### src/hw/rtl/rve_pkg.sv
package rve_pkg;

    localparam int CHANNELS_DEF   = 8;
    localparam int HIST_DEPTH_DEF = 8;

    localparam int CH_W    = 3;
    localparam int RANGE_W = 13;
    localparam int TIME_W  = 32;
    localparam int VEL_W   = 24;
    localparam int NUM_W   = 33;
    localparam int CFG_IDX_W = 2;

    localparam int LOOKBACK  = 4;
    localparam int US_PER_S  = 1000000;
    localparam int VEL_LIMIT = 8191000;

    localparam logic signed [VEL_W-1:0] SENTINEL = -24'sd100000;
    localparam logic signed [VEL_W-1:0] VEL_MAX  = 24'sd8191000;
    localparam logic signed [VEL_W-1:0] VEL_MIN  = -24'sd8191000;

    localparam logic [TIME_W-1:0] MIN_INTERVAL_RST = 32'd1000;
    localparam logic [TIME_W-1:0] MAX_INTERVAL_RST = 32'd5000000;
    localparam logic [TIME_W-1:0] STALE_RST        = 32'd100000;

    typedef enum logic {
        CMD_SAMPLE = 1'b0,
        CMD_POLL   = 1'b1
    } t_cmd;

    typedef enum logic [CFG_IDX_W-1:0] {
        CFG_MIN_INTERVAL = 2'd0,
        CFG_MAX_INTERVAL = 2'd1,
        CFG_STALE        = 2'd2
    } t_cfg_idx;

    typedef struct packed {
        logic               command;
        logic [CH_W-1:0]    channel;
        logic [RANGE_W-1:0] range_mm;
        logic [TIME_W-1:0]  now_us;
    } t_in_item;

    typedef struct packed {
        logic [CH_W-1:0]          out_channel;
        logic signed [VEL_W-1:0]  velocity_mm_s;
    } t_res_item;

    typedef struct packed {
        logic [CFG_IDX_W-1:0] index;
        logic [TIME_W-1:0]    wdata;
    } t_cfg_wr;

endpackage

### src/hw/rtl/rve_chan_if.sv
interface rve_chan_if #(
    parameter type T = logic
) ();
    logic valid;
    logic ready;
    T     data;

    modport source (output valid, output data, input ready);
    modport sink   (input valid, input data, output ready);
endinterface

### src/hw/rtl/rve_ram.sv
module rve_ram #(
    parameter int WIDTH = 8,
    parameter int DEPTH = 8
) (
    input  logic                     i_clk,
    input  logic                     i_we,
    input  logic [$clog2(DEPTH)-1:0] i_waddr,
    input  logic [WIDTH-1:0]         i_wdata,
    input  logic [$clog2(DEPTH)-1:0] i_raddr,
    output logic [WIDTH-1:0]         o_rdata
);
    logic [WIDTH-1:0] r_mem [DEPTH];
    logic [WIDTH-1:0] r_rdata;

    always_ff @(posedge i_clk) begin
        if (i_we) begin
            r_mem[i_waddr] <= i_wdata;
        end
        r_rdata <= r_mem[i_raddr];
    end

    assign o_rdata = r_rdata;
endmodule

### src/hw/rtl/rve_divider.sv
module rve_divider #(
    parameter int NUM_W = rve_pkg::NUM_W,
    parameter int DEN_W = rve_pkg::TIME_W
) (
    input  logic             i_clk,
    input  logic             i_rst_n,
    input  logic             i_start,
    input  logic [NUM_W-1:0] i_num,
    input  logic [DEN_W-1:0] i_den,
    output logic             o_done,
    output logic [NUM_W-1:0] o_quo
);
    localparam int CNT_W = $clog2(NUM_W + 1);

    logic [NUM_W-1:0] r_num;
    logic [NUM_W-1:0] r_quo;
    logic [DEN_W-1:0] r_rem;
    logic [DEN_W-1:0] r_den;
    logic [CNT_W-1:0] r_cnt;
    logic             r_busy;
    logic             r_done;

    logic [DEN_W:0]   shifted;
    logic             fits;
    logic [DEN_W:0]   diff;

    // one quotient bit per cycle, restoring
    always_comb begin
        shifted = {r_rem, r_num[NUM_W-1]};
        fits    = (shifted >= {1'b0, r_den});
        diff    = shifted - {1'b0, r_den};
    end

    always_ff @(posedge i_clk) begin
        if (!i_rst_n) begin
            r_busy <= 1'b0;
            r_done <= 1'b0;
            r_cnt  <= '0;
        end else begin
            r_done <= 1'b0;
            if (i_start) begin
                r_busy <= 1'b1;
                r_cnt  <= CNT_W'(NUM_W);
            end else if (r_busy) begin
                r_cnt <= r_cnt - 1'b1;
                if (r_cnt == CNT_W'(1)) begin
                    r_busy <= 1'b0;
                    r_done <= 1'b1;
                end
            end
        end
    end

    always_ff @(posedge i_clk) begin
        if (i_start) begin
            r_num <= i_num;
            r_den <= i_den;
            r_rem <= '0;
            r_quo <= '0;
        end else if (r_busy) begin
            r_num <= {r_num[NUM_W-2:0], 1'b0};
            r_rem <= fits ? diff[DEN_W-1:0] : shifted[DEN_W-1:0];
            r_quo <= {r_quo[NUM_W-2:0], fits};
        end
    end

    assign o_done = r_done;
    assign o_quo  = r_quo;

    a_no_restart: assert property (@(posedge i_clk) disable iff (!i_rst_n)
        r_busy |-> !i_start) else $error("divider restarted while busy");
    a_done_after_busy: assert property (@(posedge i_clk) disable iff (!i_rst_n)
        r_done |-> $past(r_busy)) else $error("divider done without a run");
    a_rem_below_den: assert property (@(posedge i_clk) disable iff (!i_rst_n)
        (r_busy && r_den != '0) |-> (r_rem < r_den))
        else $error("divider remainder out of range");
endmodule

### src/hw/rtl/range_velocity_estimator_unit.sv
// Range velocity estimator: per-channel closing speed from range samples.
// i_in takes one item per transfer: a range sample or a poll for one channel,
// with the current microsecond time. o_res gives exactly one result per item,
// in order: the channel and its velocity in mm/s (-100000 = invalid or stale).
// i_cfg writes min interval (0), max interval (1) and stale timeout (2);
// other indexes are dropped. It is always ready; write it only while idle.
// The history and per-channel state live in two single-port-read RAMs.
// A sample inside the interval window goes from transfer to result through
// channel read, history read, divider start and a 33-bit one-bit-per-cycle divide.
// A poll or an interval miss skips the divide; an out-of-range channel also
// skips the history read. One item is worked on at a time: the next is taken
// once the result sits in the output register, and not before. A stalled
// receiver holds one result and the block then waits before writing the next
// one back.
// After reset both RAMs are swept to zero, one entry a cycle, over all
// 1 << HAW history addresses (64 by default); i_in is not ready during the
// sweep.
module range_velocity_estimator_unit #(
    parameter int CHANNELS   = rve_pkg::CHANNELS_DEF,
    parameter int HIST_DEPTH = rve_pkg::HIST_DEPTH_DEF
) (
    input  logic        i_clk,
    input  logic        i_rst_n,
    rve_chan_if.sink    i_in,
    rve_chan_if.source  o_res,
    rve_chan_if.sink    i_cfg
);
    import rve_pkg::*;

    localparam int PW     = $clog2(HIST_DEPTH);
    localparam int CIW    = (CHANNELS > 1) ? $clog2(CHANNELS) : 1;
    localparam int HAW    = CIW + PW;
    localparam int HIST_W = RANGE_W + TIME_W;
    localparam int CHAN_W = PW + TIME_W + VEL_W;

    typedef enum logic [5:0] {
        S_CLEAR = 6'b000001,
        S_IDLE  = 6'b000010,
        S_CHAN  = 6'b000100,
        S_HIST  = 6'b001000,
        S_DIV   = 6'b010000,
        S_DONE  = 6'b100000
    } t_state;

    t_state r_state;

    logic [HAW-1:0]          r_clr_cnt;
    t_in_item                r_item;
    logic                    r_ch_ok;
    logic [CIW-1:0]          r_idx;
    logic [PW-1:0]           r_slot;
    logic [TIME_W-1:0]       r_start;
    logic [TIME_W-1:0]       r_tnew;
    logic signed [VEL_W-1:0] r_vel;
    logic                    r_neg;

    logic [TIME_W-1:0] r_min_int;
    logic [TIME_W-1:0] r_max_int;
    logic [TIME_W-1:0] r_stale;

    logic      r_out_valid;
    t_res_item r_out;

    // memory ports
    logic              hist_we;
    logic [HAW-1:0]    hist_waddr;
    logic [HIST_W-1:0] hist_wdata;
    logic [HAW-1:0]    hist_raddr;
    logic [HIST_W-1:0] hist_rdata;
    logic              chan_we;
    logic [CIW-1:0]    chan_waddr;
    logic [CHAN_W-1:0] chan_wdata;
    logic [CIW-1:0]    chan_raddr;
    logic [CHAN_W-1:0] chan_rdata;

    logic [PW-1:0]           rd_ptr;
    logic [TIME_W-1:0]       rd_start;
    logic signed [VEL_W-1:0] rd_vel;
    logic [RANGE_W-1:0]      rd_range;
    logic [TIME_W-1:0]       rd_time;

    logic [PW-1:0]    slot_p;
    logic [PW:0]      slot_sum;
    logic [PW-1:0]    slot_q;
    logic [TIME_W-1:0] dt;
    logic [TIME_W-1:0] age;
    logic              dt_ok;
    logic [RANGE_W-1:0] abs_dd;
    logic [NUM_W-1:0]   product;
    logic               out_free;
    logic               is_sample;

    logic               div_start;
    logic               div_done;
    logic [NUM_W-1:0]   div_quo;
    logic [VEL_W-1:0]   mag;

    assign {rd_ptr, rd_start, rd_vel} = chan_rdata;
    assign {rd_range, rd_time}        = hist_rdata;
    assign is_sample = (r_item.command == CMD_SAMPLE);
    assign out_free  = !r_out_valid || o_res.ready;

    // ring slot arithmetic: next slot and the slot four ahead of it
    always_comb begin
        slot_p   = (rd_ptr == PW'(HIST_DEPTH - 1)) ? '0 : rd_ptr + 1'b1;
        slot_sum = {1'b0, slot_p} + (PW+1)'(LOOKBACK);
        slot_q   = (slot_sum >= (PW+1)'(HIST_DEPTH))
                   ? PW'(slot_sum - (PW+1)'(HIST_DEPTH)) : slot_sum[PW-1:0];
    end

    always_comb begin
        dt     = r_tnew - rd_time;
        age    = r_item.now_us - rd_time;
        dt_ok  = (dt > r_min_int) && (dt < r_max_int);
        abs_dd = (r_item.range_mm > rd_range) ? r_item.range_mm - rd_range
                                              : rd_range - r_item.range_mm;
        product = NUM_W'(abs_dd) * NUM_W'(US_PER_S);
        mag     = (div_quo > NUM_W'(VEL_LIMIT)) ? VEL_W'(VEL_LIMIT) : div_quo[VEL_W-1:0];
    end

    always_comb begin
        hist_we    = 1'b0;
        hist_waddr = {r_idx, slot_p};
        hist_wdata = {r_item.range_mm, rd_start};
        hist_raddr = {r_idx, is_sample ? slot_q : rd_ptr};
        chan_we    = 1'b0;
        chan_waddr = r_idx;
        chan_wdata = {r_slot, r_start, r_vel};
        chan_raddr = CIW'(i_in.data.channel);
        case (r_state)
            S_CLEAR: begin
                hist_we    = 1'b1;
                hist_waddr = r_clr_cnt;
                hist_wdata = '0;
                chan_we    = 1'b1;
                chan_waddr = r_clr_cnt[CIW-1:0];
                chan_wdata = '0;
            end
            S_CHAN: begin
                hist_we = r_ch_ok && is_sample;
            end
            S_DONE: begin
                chan_we = r_ch_ok && out_free;
            end
            default: begin
            end
        endcase
    end

    assign div_start = (r_state == S_HIST) && is_sample && dt_ok;

    always_ff @(posedge i_clk) begin
        if (!i_rst_n) begin
            r_state   <= S_CLEAR;
            r_clr_cnt <= '0;
        end else begin
            case (r_state)
                S_CLEAR: begin
                    r_clr_cnt <= r_clr_cnt + 1'b1;
                    if (r_clr_cnt == '1) begin
                        r_state <= S_IDLE;
                    end
                end
                S_IDLE: begin
                    if (i_in.valid) begin
                        r_state <= S_CHAN;
                    end
                end
                S_CHAN: begin
                    r_state <= r_ch_ok ? S_HIST : S_DONE;
                end
                S_HIST: begin
                    r_state <= div_start ? S_DIV : S_DONE;
                end
                S_DIV: begin
                    if (div_done) begin
                        r_state <= S_DONE;
                    end
                end
                S_DONE: begin
                    if (out_free) begin
                        r_state <= S_IDLE;
                    end
                end
                default: begin
                    r_state <= S_IDLE;
                end
            endcase
        end
    end

    // per-item payload registers
    always_ff @(posedge i_clk) begin
        case (r_state)
            S_IDLE: begin
                r_item  <= i_in.data;
                r_idx   <= CIW'(i_in.data.channel);
                r_ch_ok <= (32'(i_in.data.channel) < 32'(CHANNELS));
            end
            S_CHAN: begin
                r_vel  <= r_ch_ok ? rd_vel : SENTINEL;
                r_tnew <= rd_start;
                if (is_sample) begin
                    r_slot  <= slot_p;
                    r_start <= r_item.now_us;
                end else begin
                    r_slot  <= rd_ptr;
                    r_start <= rd_start;
                end
            end
            S_HIST: begin
                r_neg <= (r_item.range_mm > rd_range);
                if (is_sample) begin
                    if (!dt_ok) begin
                        r_vel <= SENTINEL;
                    end
                end else if (age > r_stale) begin
                    r_vel <= SENTINEL;
                end
            end
            S_DIV: begin
                if (div_done) begin
                    r_vel <= r_neg ? -$signed(mag) : $signed(mag);
                end
            end
            default: begin
            end
        endcase
    end

    // result register
    always_ff @(posedge i_clk) begin
        if (!i_rst_n) begin
            r_out_valid <= 1'b0;
        end else if (r_state == S_DONE && out_free) begin
            r_out_valid <= 1'b1;
        end else if (o_res.ready) begin
            r_out_valid <= 1'b0;
        end
    end

    always_ff @(posedge i_clk) begin
        if (r_state == S_DONE && out_free) begin
            r_out.out_channel   <= r_item.channel;
            r_out.velocity_mm_s <= r_vel;
        end
    end

    // configuration registers
    always_ff @(posedge i_clk) begin
        if (!i_rst_n) begin
            r_min_int <= MIN_INTERVAL_RST;
            r_max_int <= MAX_INTERVAL_RST;
            r_stale   <= STALE_RST;
        end else if (i_cfg.valid) begin
            case (i_cfg.data.index)
                CFG_MIN_INTERVAL: r_min_int <= i_cfg.data.wdata;
                CFG_MAX_INTERVAL: r_max_int <= i_cfg.data.wdata;
                CFG_STALE:        r_stale   <= i_cfg.data.wdata;
                default: begin
                end
            endcase
        end
    end

    assign i_in.ready  = (r_state == S_IDLE);
    assign i_cfg.ready = 1'b1;
    assign o_res.valid = r_out_valid;
    assign o_res.data  = r_out;

    rve_ram #(
        .WIDTH (HIST_W),
        .DEPTH (1 << HAW)
    ) u_hist_ram (
        .i_clk   (i_clk),
        .i_we    (hist_we),
        .i_waddr (hist_waddr),
        .i_wdata (hist_wdata),
        .i_raddr (hist_raddr),
        .o_rdata (hist_rdata)
    );

    rve_ram #(
        .WIDTH (CHAN_W),
        .DEPTH (1 << CIW)
    ) u_chan_ram (
        .i_clk   (i_clk),
        .i_we    (chan_we),
        .i_waddr (chan_waddr),
        .i_wdata (chan_wdata),
        .i_raddr (chan_raddr),
        .o_rdata (chan_rdata)
    );

    rve_divider #(
        .NUM_W (NUM_W),
        .DEN_W (TIME_W)
    ) u_divider (
        .i_clk   (i_clk),
        .i_rst_n (i_rst_n),
        .i_start (div_start),
        .i_num   (product),
        .i_den   (dt),
        .o_done  (div_done),
        .o_quo   (div_quo)
    );

    a_no_accept_in_clear: assert property (@(posedge i_clk) disable iff (!i_rst_n)
        (r_state == S_CLEAR) |-> !i_in.ready) else $error("input taken during clear");
    a_div_done_in_div: assert property (@(posedge i_clk) disable iff (!i_rst_n)
        div_done |-> (r_state == S_DIV)) else $error("divider result outside divide");
    a_bad_channel_sentinel: assert property (@(posedge i_clk) disable iff (!i_rst_n)
        (r_state == S_DONE && out_free && !r_ch_ok)
        |=> (o_res.data.velocity_mm_s == SENTINEL))
        else $error("out-of-range channel without sentinel");
    a_velocity_bounded: assert property (@(posedge i_clk) disable iff (!i_rst_n)
        o_res.valid |-> (o_res.data.velocity_mm_s == SENTINEL)
        || (o_res.data.velocity_mm_s >= VEL_MIN && o_res.data.velocity_mm_s <= VEL_MAX))
        else $error("velocity out of range");
    a_no_mem_write_idle: assert property (@(posedge i_clk) disable iff (!i_rst_n)
        (r_state == S_IDLE) |-> (!hist_we && !chan_we))
        else $error("memory written while idle");
endmodule

### src/flat_wrapper.sv
// flat-port wrapper written by rule: the top's interface ports become plain ports
module range_velocity_estimator_unit_flat import rve_pkg::*;
#(
    parameter int CHANNELS   = rve_pkg::CHANNELS_DEF,
    parameter int HIST_DEPTH = rve_pkg::HIST_DEPTH_DEF
)
  (i_clk, i_rst_n, i_in_valid, i_in_data, i_in_ready, o_res_valid, o_res_data, o_res_ready, i_cfg_valid, i_cfg_data, i_cfg_ready);
  rve_chan_if #(.T(t_in_item)) i_in_i ();
  rve_chan_if #(.T(t_res_item)) o_res_i ();
  rve_chan_if #(.T(t_cfg_wr)) i_cfg_i ();
  input  logic i_clk;
  input  logic i_rst_n;
  input wire logic [$bits(i_in_i.valid)-1:0] i_in_valid;
  input wire logic [$bits(i_in_i.data)-1:0] i_in_data;
  output wire logic [$bits(i_in_i.ready)-1:0] i_in_ready;
  output wire logic [$bits(o_res_i.valid)-1:0] o_res_valid;
  output wire logic [$bits(o_res_i.data)-1:0] o_res_data;
  input wire logic [$bits(o_res_i.ready)-1:0] o_res_ready;
  input wire logic [$bits(i_cfg_i.valid)-1:0] i_cfg_valid;
  input wire logic [$bits(i_cfg_i.data)-1:0] i_cfg_data;
  output wire logic [$bits(i_cfg_i.ready)-1:0] i_cfg_ready;
  assign i_in_i.valid = i_in_valid;
  assign i_in_i.data = i_in_data;
  assign i_in_ready = i_in_i.ready;
  assign o_res_valid = o_res_i.valid;
  assign o_res_data = o_res_i.data;
  assign o_res_i.ready = o_res_ready;
  assign i_cfg_i.valid = i_cfg_valid;
  assign i_cfg_i.data = i_cfg_data;
  assign i_cfg_ready = i_cfg_i.ready;
  range_velocity_estimator_unit #(.CHANNELS(CHANNELS), .HIST_DEPTH(HIST_DEPTH)) u_core (.i_clk(i_clk), .i_rst_n(i_rst_n), .i_in(i_in_i), .o_res(o_res_i), .i_cfg(i_cfg_i));
endmodule
### config.mk
export PLATFORM = sky130hd
export DESIGN_NAME = range_velocity_estimator_unit_flat
export DESIGN_NICKNAME = d
export VERILOG_FILES = /design/src/hw/rtl/rve_pkg.sv /design/src/hw/rtl/rve_chan_if.sv /design/src/hw/rtl/rve_ram.sv /design/src/hw/rtl/rve_divider.sv /design/src/hw/rtl/range_velocity_estimator_unit.sv /design/src/flat_wrapper.sv
export SDC_FILE = /design/constraint.sdc
export NUM_CORES = 2
export LEC_CHECK = 0
export BUFFER_PORTS_ARGS = -buffer_cell sky130_fd_sc_hd__buf_2
export CAP_MARGIN = 30
export CORE_AREA = 10 10 510 512
export CTS_BUF_LIST = sky130_fd_sc_hd__clkbuf_4
export CTS_CLUSTER_DIAMETER = 40
export DETAILED_ROUTE_END_ITERATION = 12
export DIE_AREA = 0 0 520 522
export HOLD_SLACK_MARGIN = 0.05
export PLACE_DENSITY = 0.86
export SLEW_MARGIN = 15
export SYNTH_ARGS = -nofsm -noshare
export SYNTH_HDL_FRONTEND = slang
export SYNTH_SLANG_ARGS = --single-unit
### constraint.sdc
create_clock -name i_clk -period 16.8 [get_ports i_clk]
set_clock_uncertainty 0.2 [all_clocks]
set_input_delay 0.84 -clock i_clk [delete_from_list [all_inputs] [get_ports i_clk]]
set_output_delay 0.84 -clock i_clk [all_outputs]
set_load 0.01 [all_outputs]
---- Word level (Yosys, flattened, before mapping) ----
Memories as Yosys holds them, arrays and structs flattened. A register that Yosys moved wholly into a read port is not among the register bits.
Index checks and enable logic that the tools add are counted.
word-level totals
  flip-flop bits (word level) ............. 409
  memory bits (writable) .................. 3352
  input port bits ......................... 88
  word-level logic and storage cells ...... 123
  memories kept ........................... 2
memories
  memory                   words  width  rd ports  clocked after Yosys merged registers in  write ports  line           text
  u_core.u_hist_ram.r_mem  64     45     1         1                                        1            rve_ram.sv:12  logic [WIDTH-1:0] r_mem [DEPTH];
  u_core.u_chan_ram.r_mem  8      59     1         1                                        1            rve_ram.sv:12
operators by class
  add/sub/neg operators ................... 11
  $mul .................................... 1
  magnitude comparators ................... 7
  equal/unequal tests ..................... 17
  multiplexer cells ....................... 40
  bitwise operators ....................... 3
  reductions and logical operators ........ 17
operators by type and width
  operator                  count
  $mux W24                  6
  $sub A32 B32 Y32          3
  $pmux W24 S3              1
  $mux W33                  2
  $gt A32 B32 Y1            2
  $mux W32                  2
  $mux W59                  1
  $mux W6                   8
  $mux W45                  1
  $pmux W6 S6               1
  $ge A33 B32 Y1            1
  $gt A33 B23 Y1 const B    1
  $lt A32 B32 Y1            1
  $mul A13 B14 Y27 const B  1
  $sub A13 B13 Y13          2
  $neg A24 Y24              1
  $mux W3                   5
  $gt A13 B13 Y1            1
  $mux W13                  1
  $eq A6 B1 Y1 const B      2
  $eq A6 B6 Y1 const B      2
  $mux W1                   10
  $reduce_and A4 Y1         2
  $add A6 B1 Y6 const B     1
  other kinds (27)          38

---- Logic depth before layout (Yosys ltp) ----
  depth after elaboration ................. 6
  mapped depth ............................ 34
  depth with buffers taken out ............ 32

---- Cells and area by module ----
From an unflattened synthesis, not the netlist that was laid out.
unflattened totals
  cells, all modules ...................... 8406
  area, all modules ....................... 156998.1 µm²
modules (own cells, without submodules)
  module                         times used  cells an instance  area an instance (µm²)  seq. area each (µm²)
  rve_ram (u_core.u_hist_ram)    1           4670               109929.2                87383.8
  range_velocity_estimator_unit  1           2303               20992.6                 7226.9
  rve_ram (u_core.u_chan_ram)    1           754                18928.2                 15354.7
  rve_divider                    1           679                7148.1                  3413.3

---- Worst setup path after synthesis ----
Ideal clock, no wire load.
  kind .................................... reg-to-reg
  start ................................... register u_core.r_item[35] (netlist name)
  end ..................................... register u_core.u_divider.r_num[31] (data pin)
  library setup time ...................... 0.267 ns
  data arrival time ....................... 6.934 ns
  data required time ...................... 16.333 ns
  slack ................................... 9.399 ns
  cell stages (with the launch flop) ...... 34
  buffers on the path ..................... 3
  period minus slack after synthesis ...... 7.401 ns
  cells stage by stage .................... edfxtp_1 > ha_1 > clkbuf_1 > a21oi_1 > nor2_1 > and3b_1 > o211ai_1 > nand2_1 > o21ai_1 > buf_2 > buf_2 > a21oi_1 > xnor2_1 > inv_1 > fa_1 > inv_1 > ha_1 > inv_1 > fa_1 > inv_1 > fa_1 > inv_1 > fa_1 > inv_1 > ha_1 > or3_1 > nand2b_1 > a211oi_1 > o21bai_1 > a21oi_1 > o21a_1 > o21ai_0 > xnor2_1 > o21ai_0
between the ends
  cells in the longest elaborated chain, start to end .. 4
  elaborated cells on any way between the ends .. 6
  classes of those cells .................. add/sub (2); mul (1); order compare (1); mux (2)
ends and longest elaborated chain
  what                                            line                                  text
  from (decl)                                     range_velocity_estimator_unit.sv:48   t_in_item r_item;
  from (signal assigned)                          range_velocity_estimator_unit.sv:196  r_item <= i_in.data;
  $sub A13 B13 Y13, or another cell as far along  range_velocity_estimator_unit.sv:116  : rd_range - r_item.range_mm;
  $mux W13 (*)                                    range_velocity_estimator_unit.sv:115  abs_dd = (r_item.range_mm > rd_range) ? r_item.range_mm - rd_range
  $mul A13 B14 Y27 (*)                            range_velocity_estimator_unit.sv:117  product = NUM_W'(abs_dd) * NUM_W'(US_PER_S);
  $mux W33 (*)                                    rve_divider.sv:55                     if (i_start) begin
  to (signal assigned)                            rve_divider.sv:56                     r_num <= i_num;
  to (signal assigned)                            rve_divider.sv:61                     r_num <= {r_num[NUM_W-2:0], 1'b0};
  to (decl)                                       rve_divider.sv:15                     logic [NUM_W-1:0] r_num;
Every way passes the cells marked *; elsewhere a longest branch is shown, timed or not.
A chain may end at the register's enable or synchronous reset.

---- Worst setup path after layout ----
  start ................................... register u_core.u_hist_ram.r_rdata[33] (netlist: u_core.u_hist_ram.o_rdata[33]), read port of u_core.u_hist_ram.r_mem
  end ..................................... register u_core.u_divider.r_num[31] (data pin)
between the ends
  cells in the longest elaborated chain, start to end .. 4
  elaborated cells on any way between the ends .. 6
  classes of those cells .................. add/sub (2); mul (1); order compare (1); mux (2)
ends and longest elaborated chain
  what                                            line                                  text
  from (decl)                                     rve_ram.sv:13                         logic [WIDTH-1:0] r_rdata;
  $sub A13 B13 Y13, or another cell as far along  range_velocity_estimator_unit.sv:116
  $mux W13 (*)                                    range_velocity_estimator_unit.sv:115
  $mul A13 B14 Y27 (*)                            range_velocity_estimator_unit.sv:117
  $mux W33 (*)                                    rve_divider.sv:55
Marks and branches as above.

==> summary.md <==
| Metric | Value |
|---|---|
| Met3 routed wirelength | `61760 µm` |
| Largest family of logic cells by synthesized area | `simple AND/OR/NAND/NOR gates` |
| Worst hold start | `i_rst_n` |
| EDFF count, synth | `3579` |
| Routed metal-1 wirelength | `149100 µm` |
| GRT Residual Overflow | `0` |
| Row count | `184` |
| Pwr dens | `227.7 mW/mm²` |
| RR Endpoint | `u_core.u_divider.r_num[31]` |
| Fmax | `0.1248 GHz` |
| Outcome | `complete, no violations` |
| Worst setup SP type | `register` |
| Synth Area in Compound Gates | `7.002%` |
| Area Overhead vs Synth | `11.47%` |
| Critical path endpoint category | `register` |
| Synth top area cells | `edfxtp_1 (67%), nand2_1 (7.5%), dfxtp_1 (3.5%), a311oi_1 (2.9%), nand3_1 (2.4%)` |
| Sink Count | `~3900` |
| IO Port Bufs | `116` |
| CP max stage delay | `roughly 540 ps` |
| Slowest stage cell, crit path | `fa_1` |
| Placement Setup Slack | `about 8300 ps` |
| Main synth FF type | `edfxtp_1` |
| Max rail drop VDD | `0.001231 V` |
| Final hold violation count | `0` |
| CP Max Fanout | `16` |
| Hold Crit Class | `primary input to register` |
| Largest net degree at the start of global routing | `201` |
| Tot GR Track Use | `30.92%` |
| Slew HR | `approximately 25%` |
| Top Layer Used | `met5` |
| Utilization after layout | `~70%` |
| Syn. warnings | `0` |
| Fraction of the mapped netlist area in adder cells | `2.944%` |
| Drt pass-1 iters | `9` |
| TritonCTS Buffers | `~900` |
| Post-layout net count | `between 10000 and 15000` |
| Hold depth | `4` |
| Ys async rst share | `0%` |
| Post-Synth XOR/XNOR Area | `less than 1%` |
| Crit path kind | `register to register` |
| Dpl hpwl | `~230000 µm` |
| Worst path most repeated cell | `inv_1` |
| Cell Area, Synth | `0.1613 mm²` |
| Reg2reg start | `u_core.u_hist_ram.o_rdata[33]` |
| DRT Wirelength | `438900 µm` |
| CTS clk-pin slew, worst paths | `70 ps` |
| Finish-stage setup viols | `0` |
| WL/cell | `25.74 µm` |
| DR vias/cell | `6.549` |
| Critical Path RT | `17740 ps` |
| Number of global-route vias before repair | `approximately 110k` |
| Syn Inst Count | `12310` |
| IO Pins | `118` |
| Slew at the pin with the worst max-slew slack | `1131 ps` |
| Flops & latches, synth | `3865` |
| Final RePlAce weighted congestion | `0.9190` |
| Clk_lat worst skew | `1620 ps` |
| H-Tree Depth | `6` |
| Leakage power | `64.62 nW` |
| Post-route ant nets | `0` |
| Starting Density | `approximately 65%` |
| Syn_area_per_cell | `13.10 µm²` |
| WP data arrival | `8950 ps` |
| Layout cells sized above 1 | `15.85%` |
| Die Wd | `520 µm` |
| Tot Pwr | `40.94 mW` |
| Tmin final | `~8000 ps` |
| Routed wl met2 | `205400 µm` |
| Core ar. | `0.2500 mm²` |
| Synth Area in Simple Gates | `13.28%` |
| MaxCap Viol Count | `0` |
| Die height | `522 µm` |
| Setup Fix Bufs, Post-CTS | `0` |
| Most frequent cells in the layout | `edfxtp_1 (3579), nand2_1 (3244), clkbuf_4 (1350)` |
| Top cell type's share of synthesized area | `66.63%` |
| Crit share post-route | `between 40% and 50%` |
| Sequential area share after synthesis | `70.18%` |
| Setup TNS | `0 ps` |
| Synth area leader | `edfxtp_1` |
| R2R cell count | `32` |
| FF-to-FF setup slack | `8790 ps` |
| Hold Path End | `u_core.r_max_int[22]` |
| Slew Viols, Final | `0` |
| Root Buffer | `clkbuf_4` |
| Most common cell after layout, fill and taps aside | `edfxtp_1` |
| Clock buffer depth | `4` |
| DRC Markers | `0` |
| CTS tree | `yes` |
| Die Area | `about 0.27 mm²` |
| Worst Setup Slack, final | `8787 ps` |
| RSZ-0062 raised after global routing | `no` |
| First-pass GRT wire length | `646900 µm` |
| Synth unique cells | `83` |
| Drt first-iter violations | `17510` |
| Via total after detailed routing | `111700` |
| Initial antenna violation count | `46` |
| Post-synthesis mux area share | `under 10%` |
| Synth Net Count | `12750` |
==> sequential cells by signal, indices dropped and copies added (netlist names), 6 cells and up <==
signal                     flops
u_core.u_divider.r_num        27
u_core.r_stale                32
u_core.r_vel                  24
u_core.u_divider.r_rem        32
u_core.u_hist_ram.o_rdata     45
u_core.u_divider.r_cnt         6
u_core.o_res.data             27
u_core.r_tnew                 32
u_core.r_state                 6
u_core.r_clr_cnt               6
u_core.u_divider.r_den        32
u_core.u_chan_ram.o_rdata     59
u_core.u_hist_ram.r_mem     2880
u_core.r_item                 49
u_core.u_divider.o_quo        33
u_core.u_chan_ram.r_mem      472
u_core.r_min_int              32
u_core.r_start                32
u_core.r_max_int              32
==> layer usage <==
metal  GRT usage (%)  vias to the layer above
li1                -                    47410
met1           39.92                    53150
met2           49.04                     9359
met3           8.541                     1733
met4           14.64                       24
met5               0                        -
==> logic make-up after synthesis <==
| kind of cell | Yosys count |
|---|---|
| other | 1 |
| multiplexers | 314 |
| buffers and inverters | 1080 |
| XOR/XNOR | 132 |
| AO/OA/AOI/OAI | 1599 |
| AND/OR/NAND/NOR | 4967 |
| flip-flops | 3865 |
| adder cells (fa/ha/maj) | 352 |
==> report_power, final <==
group	internal (mW)	switching [mW]
clock network	3.76	3.70
logic	7.77	12.9
registers	12.6	0.270
==> what timing repair did <==
action,in CTS,in global routing
gates resized for setup,0,0
hold buffers,187,0
endpoints found under the setup margin,0,0
endpoints found under the hold margin,242,0
==> cells in the mapped netlist, types with 94 or more instances <==
cell type / instances
edfxtp_1: 3579
nand2_1: 3244
nand3_1: 768
clkbuf_1: 609
a311oi_1: 543
and3_1: 375
a21oi_1: 347
inv_1: 317
ha_1: 306
dfxtp_1: 286
nor2_1: 247
a31oi_1: 206
mux4_2: 163
o21ai_0: 147
and2_1: 109
mux2_2: 94
==> worst max-delay path by stage <==
stage,slack (ps),cells past startpoint,startpoint,to
floorplan,9400,33,u_core.r_item[35],u_core.u_divider.r_num[31]
global placement,8390,30,u_core.r_item[35],u_core.u_divider.r_num[31]
detailed placement,8340,31,u_core.u_hist_ram.o_rdata[33],u_core.u_divider.r_num[31]
CTS,8290,31,u_core.u_hist_ram.o_rdata[33],u_core.u_divider.r_num[31]
global route,8130,32,u_core.u_hist_ram.o_rdata[33],u_core.u_divider.r_num[31]
finish,8790,32,u_core.u_hist_ram.o_rdata[33],u_core.u_divider.r_num[31]
==> critical path, delay by kind of cell (launching register included) <==
kind	cells	cell delay [ps]
multiplexers	1	310
AO/OA/AOI/OAI	9	1750
buffers and inverters	8	740
adder cells (fa/ha/maj)	7	2700
AND/OR/NAND/NOR	5	1120
XOR/XNOR	2	460
flip-flops	1	400
==> layout make-up <==
class | count | area, µm²
fillers | 14510 | 70210
repair buffers | 534 | 5106
well taps | 3348 | 4189
flip-flops and latches | 3865 | 113200
multi-input cells | 7365 | 44670
inverters | 319 | 1215
diodes | 18 | 45.04
clock buffers | 1350 | 10130
clock inverters | 254 | 1245
==> metrics by stage <==
stage                     instance area (µm²)  hold WS (ps)  std cells
after floorplan                        161300         216.4      12310
after global placement                 165400         233.0      15190
after detailed placement               165800         248.1      15210
after CTS                              179000         185.4      17000
after global routing                   179800         183.2      17040
final                                  179800         203.2      17050
No activity file was read; power rests on OpenSTA's default activity.
